`config.mk`:
```
export PLATFORM = sky130hd
export DESIGN_NAME = sensor_sample_fifo_register_port_flat
export DESIGN_NICKNAME = d
export VERILOG_FILES = /design/src/hdl/sspr_pkg.sv /design/src/hdl/sspr_if.sv /design/src/hdl/sspr_regfile.sv /design/src/hdl/sspr_sample_store.sv /design/src/hdl/sensor_sample_fifo_register_port.sv /design/src/flat_wrapper.sv
export VERILOG_INCLUDE_DIRS = /design/src /design/src/hdl
export SDC_FILE = /design/constraint.sdc
export NUM_CORES = 2
export LEC_CHECK = 0
export BUFFER_PORTS_ARGS = -buffer_cell sky130_fd_sc_hd__buf_2
export CELL_PAD_IN_SITES_DETAIL_PLACEMENT = 0
export CELL_PAD_IN_SITES_GLOBAL_PLACEMENT = 1
export CORE_AREA = 10 10 570 572
export DETAILED_ROUTE_END_ITERATION = 7
export DIE_AREA = 0 0 580 582
export GPL_TIMING_DRIVEN = 0
export PLACE_DENSITY = 0.75
export SLEW_MARGIN = 20
export SYNTH_ARGS = -nofsm -noshare
export SYNTH_HDL_FRONTEND = slang
export SYNTH_SLANG_ARGS = --single-unit
```
`constraint.sdc`:
```
create_clock -name clk -period 6.1 [get_ports clk]
set_input_delay 0.61 -clock clk [delete_from_list [all_inputs] [get_ports clk]]
set_output_delay 0.61 -clock clk [all_outputs]
set_load 0.005 [all_outputs]
```
`src/hdl/sensor_sample_fifo_register_port_macros.svh`:
```
// Assertion macros for the sensor register port.
// Used by the top level; expects clk and rst_n in scope at the point of use.
`ifndef SENSOR_SAMPLE_FIFO_REGISTER_PORT_MACROS_SVH
`define SENSOR_SAMPLE_FIFO_REGISTER_PORT_MACROS_SVH

// same-cycle implication, disabled while in reset
`define SSPR_ASSERT_NOW(lbl, ante, cons, msg) \
  lbl: assert property (@(posedge clk) disable iff (!rst_n) (ante) |-> (cons)) \
    else $error(msg);

// next-cycle implication, disabled while in reset
`define SSPR_ASSERT_NEXT(lbl, ante, cons, msg) \
  lbl: assert property (@(posedge clk) disable iff (!rst_n) (ante) |=> (cons)) \
    else $error(msg);

`endif

```
`src/hdl/sspr_pkg.sv`:
```
// Shared types, constants and helper functions for the sensor register port.
// No dependencies; compiled first.
package sspr_pkg;

  localparam int FIFO_DEPTH = 32;
  localparam int PTR_W      = $clog2(FIFO_DEPTH);
  localparam int SAMPLE_W   = 24;
  localparam int ENTRY_W    = 2 * SAMPLE_W;
  localparam int BYTE_W     = 8;
  localparam int POS_W      = 3;
  localparam int RF_AW      = 8;
  localparam int RF_DEPTH   = 1 << RF_AW;

  localparam logic [POS_W-1:0] BYTES_PER_ENTRY = POS_W'(6);

  // register map
  localparam logic [RF_AW-1:0] REG_WR_PTR   = 8'h04;
  localparam logic [RF_AW-1:0] REG_OVF      = 8'h05;
  localparam logic [RF_AW-1:0] REG_RD_PTR   = 8'h06;
  localparam logic [RF_AW-1:0] REG_DATA     = 8'h07;
  localparam logic [RF_AW-1:0] REG_FIFO_CFG = 8'h08;
  localparam logic [RF_AW-1:0] REG_MODE_CFG = 8'h09;
  localparam logic [RF_AW-1:0] REG_SPO2_CFG = 8'h0A;
  localparam logic [RF_AW-1:0] REG_ID       = 8'hFF;

  localparam logic [BYTE_W-1:0] PART_ID      = 8'h15;
  localparam logic [BYTE_W-1:0] FIFO_CFG_RST = 8'h0F;
  localparam logic [BYTE_W-1:0] MODE_CFG_RST = 8'h03;
  localparam logic [BYTE_W-1:0] SPO2_CFG_RST = 8'h27;

  typedef enum logic [1:0] {
    FUNC_SAMPLE = 2'd0,
    FUNC_WRITE  = 2'd1,
    FUNC_READ   = 2'd2,
    FUNC_STOP   = 2'd3
  } func_t;

  typedef struct packed {
    logic              en;
    logic [RF_AW-1:0]  addr;
    logic [BYTE_W-1:0] data;
  } rf_wr_t;

  typedef struct packed {
    logic               en;
    logic [PTR_W-1:0]   addr;
    logic [ENTRY_W-1:0] data;
  } ss_wr_t;

  function automatic logic [PTR_W-1:0] wrap_next(input logic [PTR_W-1:0] p);
    return (p == PTR_W'(FIFO_DEPTH - 1)) ? '0 : PTR_W'(p + 1'b1);
  endfunction

  // depth is a power of two, so a byte modulo depth is its low bits
  function automatic logic [PTR_W-1:0] mod_depth(input logic [BYTE_W-1:0] b);
    return b[PTR_W-1:0];
  endfunction

  function automatic logic [BYTE_W-1:0] rf_default(input logic [RF_AW-1:0] a);
    logic [BYTE_W-1:0] d;
    case (a)
      REG_FIFO_CFG: d = FIFO_CFG_RST;
      REG_MODE_CFG: d = MODE_CFG_RST;
      REG_SPO2_CFG: d = SPO2_CFG_RST;
      REG_ID:       d = PART_ID;
      default:      d = '0;
    endcase
    return d;
  endfunction

endpackage

```
`src/hdl/sspr_if.sv`:
```
// Valid/ready channel interfaces for the sensor register port.
// Depends on sspr_pkg.
interface sspr_in_if;
  import sspr_pkg::*;
  logic                valid;
  logic                ready;
  func_t               func;
  logic [SAMPLE_W-1:0] red_level;
  logic [SAMPLE_W-1:0] ir_level;
  logic                finger_present;
  logic [BYTE_W-1:0]   write_byte;

  modport source (output valid, func, red_level, ir_level, finger_present, write_byte,
                  input ready);
  modport sink   (input valid, func, red_level, ir_level, finger_present, write_byte,
                  output ready);
endinterface

interface sspr_out_if;
  import sspr_pkg::*;
  logic              valid;
  logic              ready;
  logic [BYTE_W-1:0] read_byte;
  logic              read_valid;

  modport source (output valid, read_byte, read_valid, input ready);
  modport sink   (input valid, read_byte, read_valid, output ready);
endinterface

```
`src/hdl/sspr_regfile.sv`:
```
// 256 x 8 register file: one write port, one registered read port.
// Per-entry valid bits give reset values without a clearing pass. Depends on sspr_pkg.
module sspr_regfile (
  input  logic                          clk,
  input  logic                          rst_n,
  input  sspr_pkg::rf_wr_t              wr,
  input  logic [sspr_pkg::RF_AW-1:0]    rd_addr,
  output logic [sspr_pkg::BYTE_W-1:0]   rd_data
);
  import sspr_pkg::*;

  logic [BYTE_W-1:0] mem [RF_DEPTH];
  logic [RF_DEPTH-1:0] valid_r;
  logic [RF_AW-1:0]    addr_r;
  logic [BYTE_W-1:0]   data_r;

  always_ff @(posedge clk) begin
    if (wr.en) mem[wr.addr] <= wr.data;
    // write-through keeps a same-edge write visible
    data_r <= (wr.en && (wr.addr == rd_addr)) ? wr.data : mem[rd_addr];
  end

  always_ff @(posedge clk) begin
    if (!rst_n) begin
      valid_r <= '0;
      addr_r  <= '0;
    end else begin
      if (wr.en) valid_r[wr.addr] <= 1'b1;
      addr_r <= rd_addr;
    end
  end

  assign rd_data = valid_r[addr_r] ? data_r : rf_default(addr_r);

endmodule

```
`src/hdl/sspr_sample_store.sv`:
```
// Sample FIFO storage: FIFO_DEPTH entries of red/ir, one write, one byte read.
// Entries never written read as zero. Depends on sspr_pkg.
module sspr_sample_store (
  input  logic                          clk,
  input  logic                          rst_n,
  input  sspr_pkg::ss_wr_t              wr,
  input  logic [sspr_pkg::PTR_W-1:0]    rd_ptr,
  input  logic [sspr_pkg::POS_W-1:0]    pos,
  output logic [sspr_pkg::BYTE_W-1:0]   rd_byte
);
  import sspr_pkg::*;

  logic [ENTRY_W-1:0]    store_r [FIFO_DEPTH];
  logic [FIFO_DEPTH-1:0] valid_r;
  logic [ENTRY_W-1:0]    entry;

  always_ff @(posedge clk) begin
    if (wr.en) store_r[wr.addr] <= wr.data;
  end

  always_ff @(posedge clk) begin
    if (!rst_n) begin
      valid_r <= '0;
    end else if (wr.en) begin
      valid_r[wr.addr] <= 1'b1;
    end
  end

  always_comb begin
    entry = valid_r[rd_ptr] ? store_r[rd_ptr] : '0;
    // red high byte first
    case (pos)
      3'd0:    rd_byte = entry[47:40];
      3'd1:    rd_byte = entry[39:32];
      3'd2:    rd_byte = entry[31:24];
      3'd3:    rd_byte = entry[23:16];
      3'd4:    rd_byte = entry[15:8];
      3'd5:    rd_byte = entry[7:0];
      default: rd_byte = '0;
    endcase
  end

endmodule

```
`src/hdl/sensor_sample_fifo_register_port.sv`:
```
// Optical pulse sensor register port with a 32-entry red/ir sample FIFO. Each item is
// a new sample, a bus write byte, a bus read byte or a bus stop, and yields exactly one
// result: the read byte with read_valid set for a bus read, zero otherwise. Items pass
// an input register, one step of update logic and a result register, in that order,
// and one item is taken every cycle while the result register is free or draining.
// The pace is set by the register file read port: its address is the next register
// pointer, registered before the item that uses it. Reset values of the register
// file and sample store come from valid bits cleared at reset, so the block
// accepts items as soon as reset is released, with no clearing pass.
// Depends on sspr_pkg, sspr_if, sspr_regfile, sspr_sample_store and the macros header.
`include "sensor_sample_fifo_register_port_macros.svh"

module sensor_sample_fifo_register_port (
  input logic        clk,
  input logic        rst_n,
  sspr_in_if.sink    in_chan,
  sspr_out_if.source out_chan
);
  import sspr_pkg::*;

  // input register
  logic                in_vld_r;
  func_t               in_func_r;
  logic [SAMPLE_W-1:0] in_red_r;
  logic [SAMPLE_W-1:0] in_ir_r;
  logic                in_fp_r;
  logic [BYTE_W-1:0]   in_wb_r;

  // result register
  logic              out_vld_r;
  logic [BYTE_W-1:0] out_byte_r;
  logic              out_rv_r;

  // architectural state
  logic [PTR_W-1:0] wr_ptr_r, wr_ptr_nxt;
  logic [PTR_W-1:0] rd_ptr_r, rd_ptr_nxt;
  logic [POS_W-1:0] pos_r, pos_nxt;
  logic [RF_AW-1:0] reg_ptr_r, reg_ptr_nxt;
  logic             sel_r, sel_nxt;

  logic              fire;
  rf_wr_t            rf_wr;
  ss_wr_t            ss_wr;
  logic [BYTE_W-1:0] rf_rdata;
  logic [BYTE_W-1:0] ss_byte;
  logic [POS_W-1:0]  pos_sel;
  logic [POS_W-1:0]  pos_inc;
  logic [PTR_W-1:0]  wr_adv;
  logic [BYTE_W-1:0] res_byte;
  logic              res_valid;

  // item in the input register moves on when the result slot is free or draining
  assign fire          = in_vld_r && (!out_vld_r || out_chan.ready);
  assign in_chan.ready = !in_vld_r || fire;

  always_ff @(posedge clk) begin
    if (!rst_n) begin
      in_vld_r <= 1'b0;
    end else if (in_chan.ready) begin
      in_vld_r <= in_chan.valid;
    end
  end

  always_ff @(posedge clk) begin
    if (in_chan.ready && in_chan.valid) begin
      in_func_r <= in_chan.func;
      in_red_r  <= in_chan.red_level;
      in_ir_r   <= in_chan.ir_level;
      in_fp_r   <= in_chan.finger_present;
      in_wb_r   <= in_chan.write_byte;
    end
  end

  // a stale byte position beyond the entry restarts at the red high byte
  assign pos_sel = (pos_r >= BYTES_PER_ENTRY) ? '0 : pos_r;
  assign pos_inc = POS_W'(pos_sel + 1'b1);
  assign wr_adv  = wrap_next(wr_ptr_r);

  always_comb begin
    wr_ptr_nxt  = wr_ptr_r;
    rd_ptr_nxt  = rd_ptr_r;
    pos_nxt     = pos_r;
    reg_ptr_nxt = reg_ptr_r;
    sel_nxt     = sel_r;
    rf_wr       = '0;
    ss_wr       = '0;
    res_byte    = '0;
    res_valid   = 1'b0;
    if (fire) begin
      case (in_func_r)
        FUNC_SAMPLE: begin
          ss_wr.en   = 1'b1;
          ss_wr.addr = wr_ptr_r;
          ss_wr.data = {in_red_r, in_ir_r};
          // with contact, a full FIFO drops its oldest entry
          if (in_fp_r && (wr_adv == rd_ptr_r)) rd_ptr_nxt = wrap_next(rd_ptr_r);
          wr_ptr_nxt = wr_adv;
        end
        FUNC_WRITE: begin
          if (!sel_r) begin
            // first byte after a stop selects the register
            reg_ptr_nxt = in_wb_r;
            sel_nxt     = 1'b1;
          end else begin
            rf_wr.en   = 1'b1;
            rf_wr.addr = reg_ptr_r;
            rf_wr.data = (reg_ptr_r == REG_OVF) ? '0 : in_wb_r;
            if (reg_ptr_r == REG_WR_PTR) wr_ptr_nxt = mod_depth(in_wb_r);
            if (reg_ptr_r == REG_RD_PTR) rd_ptr_nxt = mod_depth(in_wb_r);
            reg_ptr_nxt = RF_AW'(reg_ptr_r + 1'b1);
          end
        end
        FUNC_READ: begin
          res_valid = 1'b1;
          case (reg_ptr_r)
            REG_ID:     res_byte = PART_ID;
            REG_WR_PTR: res_byte = BYTE_W'(wr_ptr_r);
            REG_RD_PTR: res_byte = BYTE_W'(rd_ptr_r);
            REG_DATA: begin
              res_byte = ss_byte;
              // after the last byte of an entry, step to the next entry
              if (pos_inc == BYTES_PER_ENTRY) begin
                pos_nxt    = '0;
                rd_ptr_nxt = wrap_next(rd_ptr_r);
              end else begin
                pos_nxt = pos_inc;
              end
            end
            default:    res_byte = rf_rdata;
          endcase
        end
        FUNC_STOP: sel_nxt = 1'b0;
        default: ;
      endcase
    end
  end

  always_ff @(posedge clk) begin
    if (!rst_n) begin
      wr_ptr_r  <= '0;
      rd_ptr_r  <= '0;
      pos_r     <= '0;
      reg_ptr_r <= '0;
      sel_r     <= 1'b0;
    end else begin
      wr_ptr_r  <= wr_ptr_nxt;
      rd_ptr_r  <= rd_ptr_nxt;
      pos_r     <= pos_nxt;
      reg_ptr_r <= reg_ptr_nxt;
      sel_r     <= sel_nxt;
    end
  end

  // result register: holds while the sink stalls
  always_ff @(posedge clk) begin
    if (!rst_n) begin
      out_vld_r <= 1'b0;
    end else if (fire) begin
      out_vld_r <= 1'b1;
    end else if (out_chan.ready) begin
      out_vld_r <= 1'b0;
    end
  end

  always_ff @(posedge clk) begin
    if (fire) begin
      out_byte_r <= res_byte;
      out_rv_r   <= res_valid;
    end
  end

  assign out_chan.valid      = out_vld_r;
  assign out_chan.read_byte  = out_byte_r;
  assign out_chan.read_valid = out_rv_r;

  // register file read is addressed with the pointer the next item will see
  sspr_regfile u_regfile (
    .clk     (clk),
    .rst_n   (rst_n),
    .wr      (rf_wr),
    .rd_addr (reg_ptr_nxt),
    .rd_data (rf_rdata)
  );

  sspr_sample_store u_store (
    .clk     (clk),
    .rst_n   (rst_n),
    .wr      (ss_wr),
    .rd_ptr  (rd_ptr_r),
    .pos     (pos_sel),
    .rd_byte (ss_byte)
  );

  // checks
  `SSPR_ASSERT_NOW(a_pos_range, 1'b1, pos_r < BYTES_PER_ENTRY, "byte position beyond entry")
  `SSPR_ASSERT_NEXT(a_out_hold, out_vld_r && !out_chan.ready, out_vld_r, "result lost in stall")
  `SSPR_ASSERT_NEXT(a_stop_clears, fire && (in_func_r == FUNC_STOP), !sel_r, "stop kept select")
  `SSPR_ASSERT_NEXT(a_nonread_zero, fire && (in_func_r != FUNC_READ), !out_rv_r, "non-read flagged")

endmodule
```
`src/flat_wrapper.sv`:
```
// flat-port wrapper written by rule: the top's interface ports become plain ports
module sensor_sample_fifo_register_port_flat import sspr_pkg::*;
  (clk, rst_n, in_chan_valid, in_chan_func, in_chan_red_level, in_chan_ir_level, in_chan_finger_present, in_chan_write_byte, in_chan_ready, out_chan_valid, out_chan_read_byte, out_chan_read_valid, out_chan_ready);
  sspr_in_if in_chan_i ();
  sspr_out_if out_chan_i ();
  input logic clk;
  input logic rst_n;
  input wire logic [$bits(in_chan_i.valid)-1:0] in_chan_valid;
  input wire logic [$bits(in_chan_i.func)-1:0] in_chan_func;
  input wire logic [$bits(in_chan_i.red_level)-1:0] in_chan_red_level;
  input wire logic [$bits(in_chan_i.ir_level)-1:0] in_chan_ir_level;
  input wire logic [$bits(in_chan_i.finger_present)-1:0] in_chan_finger_present;
  input wire logic [$bits(in_chan_i.write_byte)-1:0] in_chan_write_byte;
  output wire logic [$bits(in_chan_i.ready)-1:0] in_chan_ready;
  output wire logic [$bits(out_chan_i.valid)-1:0] out_chan_valid;
  output wire logic [$bits(out_chan_i.read_byte)-1:0] out_chan_read_byte;
  output wire logic [$bits(out_chan_i.read_valid)-1:0] out_chan_read_valid;
  input wire logic [$bits(out_chan_i.ready)-1:0] out_chan_ready;
  assign in_chan_i.valid = in_chan_valid;
  assign in_chan_i.func = in_chan_func;
  assign in_chan_i.red_level = in_chan_red_level;
  assign in_chan_i.ir_level = in_chan_ir_level;
  assign in_chan_i.finger_present = in_chan_finger_present;
  assign in_chan_i.write_byte = in_chan_write_byte;
  assign in_chan_ready = in_chan_i.ready;
  assign out_chan_valid = out_chan_i.valid;
  assign out_chan_read_byte = out_chan_i.read_byte;
  assign out_chan_read_valid = out_chan_i.read_valid;
  assign out_chan_i.ready = out_chan_ready;
  sensor_sample_fifo_register_port u_core (.clk(clk), .rst_n(rst_n), .in_chan(in_chan_i), .out_chan(out_chan_i));
endmodule
```
Word-level counts from Yosys, hierarchy flattened. Memories as Yosys holds them, arrays and structs flattened. A register that Yosys moved wholly into a read port is not among the register bits. Index checks and enable logic that the tools add are counted.

Register bits: 380. Bits in writable memories: 3584. Input port bits: 63. Output and inout bits: 11. Logic and storage cells: 121. Memories: 2.

Add/sub/neg operators: 4. Magnitude comparators: 7. Equal/unequal tests: 26. Muxes and demuxes: 45. Bitwise gates (word level): 2. Reductions and logical operators: 19.

Memory list: u_core.u_regfile.mem (depth 256, bits a word 8, rd ports 1, clocked after memory_dff 1, write ports 1, RTL line sspr_regfile.sv:12) `logic [BYTE_W-1:0] mem [RF_DEPTH];`; u_core.u_store.store_r (depth 32, bits a word 48, rd ports 1, clocked after memory_dff 1, write ports 1, RTL line sspr_sample_store.sv:13) `logic [ENTRY_W-1:0] store_r [FIFO_DEPTH];`.

Operators by type and width (count): $or A256 B256 Y256 (1); $mux W54 (2); $mux W5 (11); $mux W17 (3); $mux W48 (1); $pmux W8 S6 (1); $mux W8 (5); $eq A8 B3 Y1 const B (4); $or A32 B32 Y32 (1); $pmux W8 S4 (1); $eq A8 B4 Y1 const B (3); $lt A8 B9 Y1 const B (2); $pmux W6 S3 (1); $pmux W5 S3 (1); $lt A5 B6 Y1 const B (2); $ne A2 B1 Y1 const B (6); $mux W1 (11); $add A5 B1 Y5 const B (2); $eq A5 B5 Y1 const B (2); $pmux W5 S2 (1); $eq A3 B3 Y1 const B (3); $add A8 B1 Y8 const B (1); $bmux W1 S8 (1); $demux W1 S8 (1); other kinds (25) (36).

Depth between registers and ports, before layout.
Depth after elaboration: 10. Depth in mapped cells: 17. Mapped depth without buffers: 11.

Modules after synthesis. A second synthesis with hierarchy kept.

Cells, all modules: 7511. Area, all modules: 154197.9 µm².

Modules (own cells, without submodules): sspr_regfile (instances 1, cells an instance 4453, area an instance 89707.3 µm², sequential area each 66944.2 µm²); sspr_sample_store (instances 1, cells an instance 2680, area an instance 60157.7 µm², sequential area each 46764.9 µm²); sensor_sample_fifo_register_port (instances 1, cells an instance 378, area an instance 4332.9 µm², sequential area each 2522.4 µm²).

Least setup slack after synthesis. OpenSTA, ideal clock, no wires.

Path type: register -> register. Start: reg u_core.in_func_r[1]. End: mem u_core.u_regfile.mem[0][5], data pin. Data arrival time: 5.054 ns. Data required time: 5.232 ns. Slack: 0.178 ns. Stages on the path, launching flop included: 11. Buffers on the path: 5. Path through: edfxtp_1 -> buf_4 -> nand2b_1 -> buf_4 -> nor3_2 -> buf_6 -> buf_4 -> buf_4 -> nand2_2 -> a21oi_1 -> and2_1.

RTL lines: start: declaration (RTL line sensor_sample_fifo_register_port.sv:23) `func_t in_func_r;`; start signal: assignment (RTL line sensor_sample_fifo_register_port.sv:66) `in_func_r <= in_chan.func;`; end: declaration (RTL line sspr_regfile.sv:12).

Final worst setup path.
Start: reg u_core.reg_ptr_r[1]. End: reg u_core.u_regfile.data_r[6] (read register of u_core.u_regfile.mem).

Cells in the longest elaborated chain, start to end: 4.

RTL lines: start: declaration (RTL line sensor_sample_fifo_register_port.sv:38) `logic [RF_AW-1:0] reg_ptr_r, reg_ptr_nxt;`; start signal: assignment (RTL line sensor_sample_fifo_register_port.sv:149) `reg_ptr_r <= reg_ptr_nxt;`; $add A8 B1 Y8 (RTL line sensor_sample_fifo_register_port.sv:110) `reg_ptr_nxt = RF_AW'(reg_ptr_r + 1'b1);`; $mux W8 (RTL line sensor_sample_fifo_register_port.sv:100) `if (!sel_r) begin`; $mux W8 (RTL line sensor_sample_fifo_register_port.sv:90) `case (in_func_r)`; $mux W8 * (RTL line sensor_sample_fifo_register_port.sv:89) `if (fire) begin`; end: declaration (RTL line sspr_regfile.sv:15) `logic [BYTE_W-1:0] data_r;`.

Mark *: on every way between the ends. The rest lies on a longest branch, timed or not. A chain may end at the register's enable or synchronous reset.

==> impl_results.md <==
- Area Growth Syn to Fin: 15.1%
- Yosys warning total: 0
- Clk_lat worst skew: 0.95 ns
- CTS tree: done
- HP Start: out_chan_ready
- Clk buf depth: 4
- Crit path from: u_core.reg_ptr_r[1]
- Primary FF master, synth: edfxtp_1
- CP Class: reg2reg
- H-Tree Depth: 5
- RSZ-0062 raised after global routing: no
- Leakage: 62.4 nW
- Drt wl/cell: 37.6 um
- Max-Cap Viols: 0
- Critical path arrival: 7.07 ns
- Crit path depth: 15
- Layout cell share with drive strength beyond 1: 19.7%
- Clock Skew: 0.0730 ns
- Post-Layout Cell Count: 14300
- Reg2reg path depth: 15
- Largest net degree at the start of global routing: 75
- Max Fclk: 156 MHz
- Multi-input gate area: 36800 um^2
- Post-synth EDFFs: 3652
- Synth top area cells: edfxtp_1 (70%), mux4_2 (9.8%), dfxtp_1 (4.2%)
- Tmin final: 6.40 ns
- Post-place instance area: 166000 um^2
- Row count: 206
- Gate Count Post-Synth: 9049
- Routability Congestion: 1.00
- Most common cell in the netlist: edfxtp_1
- Worst r2r src: u_core.reg_ptr_r[1]
- Crit-path cells: buf_2, clkinv_1, ha_1, mux2i_1, and4_1, clkbuf_1, nor2_2, buf_4, buf_2, clkbuf_2, mux4_2, a22oi_1, nand4_1, a22oi_1, nand4_1
- Largest family of logic cells by synthesized area: multiplexers
- Setup WS post-layout: -0.303 ns
- IR drop worst, VDD: 0.269 mV
- Fin. max-slew vios: 0
- DR iter-0 viols: 14200
- Critical path's largest stage delay: 0.69 ns
- Post-synth ARST share: 0%
- PwrDens: 306 nW/um^2
- Fin area: 180000 um^2
- Post-route DRC: 0
- Initial Util: 49.7%
- Synth cell count leaders: edfxtp_1 (3652), nor2_1 (792), nand2_1 (722), mux4_2 (682), a211oi_1 (544)
- Worst Path Buf+Inv: 6
- Buffers on Ports: 72
- Hold Crit Class: in2reg
- Mapped cell area: 156000 um^2
- Core ar.: 314000 um^2
- Hold Vio Cnt, Final: 0
- Critical path peak fanout: 10
- Status: complete, but fails checks
- Yosys reg bits: 3977
- Mux contribution to synthesized area: 11.4%
- Final hold slack: 0.191 ns
- Routed Antenna Nets: 0
- Sequential area share after synthesis: 74.4%
- CP endpoint kind: flop
- Worst-margin pin slew: 1.32 ns
- Synth Net Count: 9120
- All-layer global routing usage: 30.8%
- Reg area: 116000 um^2
- Total wire length: 536000 um
- Overflow left after global routing: 0
- CTS Buf Count: 393
- I/O pin cnt: 74
- Via count: 94300
- Failing checks: negative setup slack
- WHS Path Cells: 4
- Mean Syn Cell Area: 17.2 um^2
- Worst path required time: 6.76 ns
- First-pass GRT wire length: 732000 um
- CTS sink cnt: 3977
- Total Die Area: 338000 um^2
- Post-synth cell types: 82
- Worst path top cell family by delay: buffers and inverters
- XOR/XNOR share of the synthesized area: 0.0449%
- Worst slew margin: 11.7%
- Synth top area share: 70.3%
- Total Negative Setup Slacks: -0.837 ns
- Yosys top cell by area: edfxtp_1
- Layout fillers: 23400
- Final setup vio count: 6
- Initial antenna violation count: 17
- Clk root buf: clkbuf_16
- Hpwl dp: 372000 um
- Overall Power: 55.0 mW
- Dpl ws: -0.832 ns
- Setup crit start kind: flop
- Chip height: 582 um
- Simple-Gate Fraction of Synth Area: 5.31%
- Clock transition at the registers of the reported paths: 0.07 ns
- Die W: 580 um
- Area share of fa/ha/maj cells after synthesis: 0.0641%
- Fin util: 57.3%
- Vias in the first global route: 91100
- Router iterations before antenna repair: 6
- Placed cells: 13500
- Nets@finish: 9835
- CP max-delay cell: buf_2
- Vias/cell: 6.61
- Post-synthesis compound-gate area fraction: 6.27%
- Tcrit/Tclk final: 105%
[kinds of logic (layout without fill, tap and decap cells)]
kind of cell | Yosys count | in the layout
DFF | 3977 | 3977
and+or+nand+nor | 1950 | 1950
AOI/OAI and AO/OA | 1276 | 1276
muxes | 925 | 925
buffers and inverters | 905 | 1936
adders and majority gates | 8 | 8
xor gates and xnor gates | 8 | 8
other | 0 | 21
[where the power goes]
part | leakage, nW | internal, mW | switching, mW
Combinational | 12.9 | 0.455 | 1.48
Clock | 6.04 | 13.3 | 10.4
Sequential | 43.5 | 29.4 | 0.0385
Total | 62.4 | 43.2 | 11.9
[placed cells by master, fill, tap and decap left out, drive strengths merged, types with 283 or more instances in the layout]
cell,netlist,layout
nor2,793,793
a311oi,283,283
a211oi,545,545
edfxtp,3652,3652
mux4,682,682
inv,281,290
clkbuf,338,844
nand2,723,723
dfxtp,325,325
buf,285,541
[state kept, by name (all words and copies together) (netlist names), named ones only]
register,cells
u_core.out_chan.valid,1
u_core.in_wb_r,8
u_core.reg_ptr_r,8
u_core.pos_r,3
u_core.u_store.store_r,1536
u_core.u_regfile.data_r,8
u_core.in_func_r,2
u_core.in_ir_r,24
u_core.u_regfile.valid_r,256
u_core.in_vld_r,1
u_core.wr_ptr_r,5
u_core.out_chan.read_valid,1
u_core.sel_r,1
u_core.rd_ptr_r,5
u_core.in_fp_r,1
u_core.u_store.valid_r,32
u_core.in_red_r,24
u_core.u_regfile.mem,2048
u_core.out_chan.read_byte,8
[what timing repair did]
item | in CTS | in global routing
endpoints found under the hold margin | 60 | 0
resized for setup | 16 | 14
hold buffers | 60 | 0
setup buffers | 0 | 0
pin swaps | 0 | 0
endpoints found under the setup margin | 8 | 5
cloned | 0 | 0
[per-layer routing]
metal	vias to the layer above	track usage (%)	routed length (um)
li1	37600	-	-
met1	48500	38.4	187000
met2	6721	48.7	247000
met3	1529	6.29	55300
met4	8	21.6	46900
met5	-	0	55
[final cells by class]
cell class	instances	area share [%]
Tap cell	4160	2.90
Multi-Input combinational cell	4167	20.5
Buffer	623	1.59
Sequential cell	3977	64.7
Timing Repair Buffer	320	2.87
Inverter	282	0.589
Antenna cell	21	0.0293
Clock buffer	502	5.85
Clock inverter	209	1.03
[worst paths after layout]
| kind | endpoint | slack (ns) |
|---|---|---|
| setup / recovery | u_core.u_regfile.data_r[6] | -0.30 |
| hold / removal | u_core.in_vld_r | 0.19 |
| setup reg to reg | u_core.u_regfile.data_r[6] | -0.30 |
| hold reg to reg | u_core.u_regfile.valid_r[182] | 0.46 |
[tightest hold or removal path: stages]
cell	delay, ns
buf_2	0.14
nor2b_1	0.13
a21oi_1	0.16
nor2_1	0.05
No activity file was read; power rests on OpenSTA's default activity.
